--- src/rtl/citation_extract_dedup_core_assert.svh ---
// -----------------------------------------------------------------------------
// citation_extract_dedup_core_assert
// Assertion macros used by the citation scanner core.
// -----------------------------------------------------------------------------
`ifndef CITATION_EXTRACT_DEDUP_CORE_ASSERT_SVH
`define CITATION_EXTRACT_DEDUP_CORE_ASSERT_SVH
// Same-cycle implication checked on every rising clock edge outside reset.
`define CED_ASSERT_IMP(label, clk, rst_n, a, b) \
  label: assert property (@(posedge clk) disable iff (!rst_n) (a) |-> (b)) \
    else $error("assertion failed");
// Next-cycle implication checked outside reset.
`define CED_ASSERT_NEXT(label, clk, rst_n, a, b) \
  label: assert property (@(posedge clk) disable iff (!rst_n) (a) |=> (b)) \
    else $error("assertion failed");
`endif

--- src/rtl/ced_pkg.sv ---
// -----------------------------------------------------------------------------
// ced_pkg
// Shared constants and types of the citation scanner.
// -----------------------------------------------------------------------------
package ced_pkg;
  localparam int TableDepth = 128;
  localparam int NameBytes  = 32;
  localparam int NameMax    = NameBytes - 1;
  localparam int IdxW       = $clog2(TableDepth);
  localparam int CntW       = $clog2(TableDepth + 1);
  localparam int LenW       = $clog2(NameBytes);

  localparam logic [7:0] ChOpen  = 8'h28;
  localparam logic [7:0] ChComma = 8'h2c;
  localparam logic [7:0] ChMinus = 8'h2d;
  localparam logic [7:0] ChZero  = 8'h30;
  localparam logic [7:0] ChNine  = 8'h39;
  localparam logic [7:0] ChTab   = 8'h09;
  localparam logic [7:0] ChLf    = 8'h0a;
  localparam logic [7:0] ChSpace = 8'h20;
  localparam logic [7:0] ChNul   = 8'h00;

  typedef logic [NameBytes*8-1:0] name_vec_t;

  // Key passed from the controller down the cell chain.
  typedef struct packed {
    logic             valid;
    logic [31:0]      year;
    name_vec_t        name;
  } key_t;
endpackage

--- src/rtl/ced_cell.sv ---
// -----------------------------------------------------------------------------
// ced_cell
// One table slot: holds a stored pair, compares it with the key in the chain.
// -----------------------------------------------------------------------------
module ced_cell (
  input  logic          clk_i,
  input  logic          rst_ni,
  input  ced_pkg::key_t key_i,
  input  logic          hit_i,
  input  logic          wr_i,
  output ced_pkg::key_t key_o,
  output logic          hit_o
);
  import ced_pkg::*;

  logic        used_q;
  logic [31:0] year_q;
  name_vec_t   name_q;
  logic        key_valid_q;
  logic [31:0] key_year_q;
  name_vec_t   key_name_q;
  logic        hit_q;

  // A slot stores its pair and is marked used when the controller writes it.
  always_ff @(posedge clk_i or negedge rst_ni) begin
    if (!rst_ni) begin
      used_q <= 1'b0;
    end else if (wr_i) begin
      used_q <= 1'b1;
    end
  end

  always_ff @(posedge clk_i) begin
    if (wr_i) begin
      year_q <= key_i.year;
      name_q <= key_i.name;
    end
  end

  // The key moves one cell on per cycle with its running match flag.
  always_ff @(posedge clk_i or negedge rst_ni) begin
    if (!rst_ni) begin
      key_valid_q <= 1'b0;
      hit_q       <= 1'b0;
    end else begin
      key_valid_q <= key_i.valid;
      hit_q       <= hit_i | (key_i.valid & used_q & (year_q == key_i.year) &
                              (name_q == key_i.name));
    end
  end

  always_ff @(posedge clk_i) begin
    key_year_q <= key_i.year;
    key_name_q <= key_i.name;
  end

  assign key_o = {key_valid_q, key_year_q, key_name_q};
  assign hit_o = hit_q;
endmodule

--- config.mk ---
export PLATFORM = sky130hd
export DESIGN_NAME = ced_cell
export DESIGN_NICKNAME = d
export VERILOG_FILES = /design/src/rtl/citation_extract_dedup_core_assert.svh /design/src/rtl/ced_pkg.sv /design/src/rtl/ced_cell.sv
export SDC_FILE = /design/constraint.sdc
export NUM_CORES = 1
export LEC_CHECK = 0
export ABC_AREA = 0
export BUFFER_PORTS_ARGS = -buffer_cell sky130_fd_sc_hd__buf_2
export CORE_ASPECT_RATIO = 1.2
export CORE_MARGIN = 1.5
export CORE_UTILIZATION = 30
export CTS_CLUSTER_DIAMETER = 100
export CTS_CLUSTER_SIZE = 30
export DETAILED_ROUTE_END_ITERATION = 16
export GPL_TIMING_DRIVEN = 1
export PLACE_DENSITY = 0.52
export SYNTH_ARGS = -nofsm -noshare
export SYNTH_HDL_FRONTEND = slang
export SYNTH_SLANG_ARGS = --single-unit
--- constraint.sdc ---
create_clock -name clk_i -period 1.7 [get_ports clk_i]
set_clock_uncertainty 0.1 [all_clocks]
set_input_delay 0.34 -clock clk_i [delete_from_list [all_inputs] [get_ports clk_i]]
set_output_delay 0.34 -clock clk_i [all_outputs]
set_load 0.02 [all_outputs]
* Word-level counts from Yosys, hierarchy flattened *
Cells that the tools add are included.

word-level totals
  register bits after elaboration = 579
  bits in latches = 0
  bits in writable memories = 0
  bits in read-only memories = 0
  input bits = 293
  word-level logic and storage cells = 13
  memories = 0

cells by class
  $add $sub $neg = 0
  multipliers = 0
  divide/modulo/power cells = 0
  $lt $le $gt $ge = 0
  equality and inequality tests = 2
  shift operators = 0
  mux-type cells = 0
  bitwise operators = 4
  reductions and logical operators = 0

operators with widths
  operator        count
  $eq 256x256->1  1
  $eq 32x32->1    1
  $and 1x1->1     3
  $or 1x1->1      1

* Logic depth before layout (Yosys ltp) *
  depth in word-level cells = 4
  mapped depth = 6
  depth with buffers taken out = 6

* Worst setup path after synthesis *
Ideal clock, no wire load.

  path kind = reg2reg
  start point = reg name_q[183]
  end point = reg hit_q, in the netlist hit_o
  setup time = 66 ps
  arrival = 1723 ps
  required time = 1534 ps
  slack = -189 ps
  cell stages (with the launch flop) = 7
  buffers on the path = 0
  clock period less this slack = 1889 ps
  cells stage by stage = edfxtp_1 -> nor2b_1 -> a2111o_1 -> a2111oi_4 -> nand4_1 -> nor4_1 -> a41o_1

between the ends
  longest elaborated chain between the ends = 3

ends and longest elaborated chain
  item                    line            RTL
  from (decl)             ced_cell.sv:18  name_vec_t name_q;
  from (signal assigned)  ced_cell.sv:36  name_q <= key_i.name;
  $eq 256x256->1          ced_cell.sv:48  (name_q == key_i.name));
  $and 1x1->1             ced_cell.sv:47  hit_q <= hit_i | (key_i.valid & used_q & (year_q == key_i.year) &
  $or 1x1->1              ced_cell.sv:47
  to (signal assigned)    ced_cell.sv:47
  to (decl)               ced_cell.sv:22  logic hit_q;

No other way between the ends.
A chain may end at the register's enable or synchronous reset.

* Final worst setup path *
  start point = reg name_q[253]
  end point = reg hit_q, in the netlist hit_o

The elaborated chain is that of the path after synthesis.

==> out/qor.tcl <==
set qor(run_status) {finished with violations}
set qor(failed_checks) {negative setup slack}
set qor(p_int_mw) 20.38
set qor(timing.slew.headroom_pct) 66.09
set qor(power.net_switching_mw) 6.953
set qor(antenna_violations_before_repair) 5
set qor(via_density_per_instance) 4.292
set qor(postSynthNetCount) 1410
set qor(ys_seq_elements) 579
set qor(clock_transition_at_the_registers_of_the_reported_paths_ns) 0.12
set qor(cts_made_buffers) 25
set qor(setup_tns_ns) -0.4716
set qor(criticalPathCategory) {reg2reg}
set qor(vias_in_the_first_global_route) 13790
set qor(worstHoldStart) {key_i[197]}
set qor(maxCapViolCount) 0
set qor(cts-root-buf) {clkbuf_16}
set qor(dpl_ws_ns) -0.7690
set qor(power.share.combinational_pct) 14.2
set qor(swShare_pct) 25.44
set qor(drive_above_1_share_pct) 38.44
set qor(power.density_nw_per_um2) 977.4
set qor(routedWlPerCell_um) 21.12
set qor(post-synth-top-area-cell) {edfxtp_1}
set qor(max_slew.worst_pin.slew_ns) 0.5087
set qor(synth_top_area_share_pct) 47.24
set qor(synthCells) 1117
set qor(critPathRequiredTime_ns) 2.16
set qor(seq_area_um2) 14490
set qor(initial_utilization_pct) 30.22
set qor(fmaxAchievable_mhz) 460.5
set qor(ff2ff_setup_slack_ns) -0.47
set qor(ctsLongestPathBuffers) 3
set qor(finalSetupViolations) 1
set qor(multi_input_area_um2) 3613
set qor(yosys_cell_types) 32
set qor(rsz0062_at_grt) {yes}
set qor(worst_hold_slack_ns) 0.05149
set qor(buffer_ports.inserted) 582
set qor(grt_start_max_net_pins) 37
set qor(design.die.area_um2) 62520
set qor(detail_route.wirelength_um) 65230
set qor(synthTopCellsByArea) {edfxtp_1 (47%), dfxtp_1 (31%), xor2_1 (4.3%), xnor2_1 (3.2%), nor2b_1 (2.7%)}
set qor(irDropWorstVdd_v) 0.001041
set qor(drt_drc_violations_left) 0
set qor(tritoncts) {yes}
set qor(hold_path_end) {key_name_q[197]}
set qor(finalNonFillerCells) 3088
set qor(cp_num_buf_inv) 1
set qor(clock_sink_count) 579
set qor(post-dp-hpwl_um) 45810
set qor(finalWorstPathRequiredPeriod_ns) 2.172
set qor(synth.cell_area_um2) 18310
set qor(drt-pass1-iter-count) 4
set qor(htreeDepth) 1
set qor(flow.area_growth_from_synthesis_pct) 52.75
set qor(fillCellCount) 5471
set qor(grt_pass1_wl_um) 92050
set qor(hold-path-cell-count) 2
set qor(path_common_cell) {nor4_2}
set qor(final_replace_weighted_congestion) 0.7775
set qor(reg2regPathDepth) 7
set qor(grt.total_usage_pct) 20.17
set qor(post_synth.cell_area_avg_um2) 16.39
set qor(num_vias) 13250
set qor(crit_arrival_ns) 2.63
set qor(rows) 99
set qor(finalHoldViolations) 0
set qor(r2r_start) {name_q[253]}
set qor(synth_seq_area_share_pct) 79.15
set qor(route.antenna.remaining_nets) 0
set qor(cp-start-kind) {flip-flop}
set qor(post_layout_net_count) 2551
set qor(final-max-slew-violation-count) 0
set qor(reg_to_reg_endpoint) {hit_o}
set qor(final.period_utilization_pct) 127.7
set qor(insertion_delay_ns) 0.61
set qor(critPathMaxStageDelay_ns) 0.41
set qor(timing.critical_path.cells) {nor2b_1, a2111o_1, nor4_2, buf_4, nand4_1, nor4_2, a41o_1}
set qor(clkPwrFrac_pct) 27.4
set qor(overall_power_consumption_mw) 27.33
set qor(global_route.overflow_total) 0
set qor(peak_fanout_along_the_critical_path) 2
set qor(detail_route.iter0.violations) 595
set qor(yosysWarningCount) 0
set qor(p_leak_nw) 11.89
set qor(die_w_um) 228.5
set qor(dieHeight_um) 273.6
set qor(placed_cells_incl_taps) 2745
set qor(critical_path.top_delay_family) {simple AND/OR/NAND/NOR gates}
set qor(setup_slack_ns) -0.4716
set qor(critPathCaptureType) {flip-flop}
set qor(crit_path_top_delay_cell) {edfxtp_1}
set qor(worst_hold_class) {in2reg}
set qor(seq_power_share_pct) 58.3
set qor(design.portCount) 583
set qor(core_region_area_um2) 60570
-- how the worst max path moves through the flow --
stage	from	to	slack, ns	cells after the start
final	name_q[253]	hit_o	-0.47	7
after detailed placement	key_i[45]	hit_o	-0.77	7
after floorplan	key_i[17]	hit_o	-0.07	6
after global placement	key_i[45]	hit_o	-0.77	7
after global routing	name_q[201]	hit_o	-0.56	8
after CTS	name_q[5]	hit_o	-0.51	7
-- state kept, by name, indices dropped and copies added (netlist names) --
signal / count
hit_o: 1
key_name_q: 256
key_valid_q: 1
key_year_q: 32
name_q: 256
used_q: 1
year_q: 32
-- cell type report --
cell class / count / share of cell area (%)
Clock buffer: 38 / 2.412
Tap cell: 808 / 3.615
Antenna cell: 4 / 0.03580
Sequential cell: 579 / 51.81
Inverter: 84 / 1.128
Clock inverter: 7 / 0.3669
Multi-Input combinational cell: 453 / 12.92
Timing Repair Buffer: 1115 / 27.71
-- synth_stat cells --
cell	instances
o2bb2ai_1	4
nor2_1	2
a2111oi_2	3
dfxtp_1	288
dfrtp_1	3
or2_2	1
nand3_1	3
buf_4	1
a2111oi_4	1
a41o_1	1
edfxtp_1	288
nand2b_1	41
xnor2_1	66
a22o_1	8
clkinv_1	1
a2111o_1	24
nand2_1	2
a221oi_1	3
nor4_2	1
nor3_1	1
nor4_1	42
xor2_1	89
o2111ai_1	13
and2b_2	1
and2b_1	2
nor2b_1	78
a2111oi_0	7
inv_1	83
nor2b_4	1
o22ai_1	28
nand4_1	27
o221ai_1	4
-- power by group through the flow --
stage / Combinational (mW) / Sequential, mW / Clock [mW]
6_report: 3.89 / 15.9 / 7.50
5_1_grt: 4.16 / 16.0 / 8.19
4_1_cts: 3.92 / 15.9 / 7.74
3_5_place_dp: 3.27 / 16.3 / 0
3_3_place_gp: 3.25 / 16.2 / 0
2_1_floorplan: 0.750 / 16.7 / 0
-- per-stage QoR --
step / util (%) / instance area [µm²]
after floorplan: - / 18320
after global routing: 46.16 / 27960
after detailed placement: 39.83 / 24130
final: 46.17 / 27960
after global placement: 39.83 / 24130
after CTS: 46.07 / 27910
-- layout by cell type, fill, tap and decap left out, types with 8 or more instances in the layout --
cell type	synthesis	routed
clkbuf_16	0	25
a2111o_1	24	24
nand4_1	27	27
edfxtp_1	288	288
o2111ai_1	13	12
buf_4	1	233
nand2b_1	41	41
dfxtp_1	288	288
o22ai_1	28	28
nor2b_1	78	78
nor4_2	1	9
buf_2	0	581
xnor2_1	66	66
xor2_1	89	89
nor4_1	42	34
inv_1	83	83
clkbuf_1	0	13
a22o_1	8	8
dlygate4sd3_1	0	292
-- per-layer routing --
| metal | global-route usage (%) | share of wire [%] | wire length, µm |
|---|---|---|---|
| met5 | 0 | 0.034 | 22 |
| met4 | 4.061 | 1.4 | 889 |
| met3 | 3.479 | 5.1 | 3310 |
| met2 | 37.23 | 53 | 34370 |
| met1 | 24.58 | 41 | 26640 |
-- cell families after synthesis --
group / Yosys count / share of synthesized area (%)
simple gates: 202 / 6.924
flops: 579 / 79.15
buf+inv: 85 / 1.763
xor+xnor: 155 / 7.416
compound gates: 96 / 4.750
-- what timing repair did --
| item | CTS | global route |
|---|---|---|
| setup buffers | 1 | 0 |
| resized for setup | 9 | 8 |
| endpoints found under the setup margin | 1 | 1 |
| pin swaps | 3 | 3 |
| hold buffers | 293 | 0 |
| hold endpoints to repair | 581 | 0 |
Note: power is estimated with default switching activity, not from simulation.
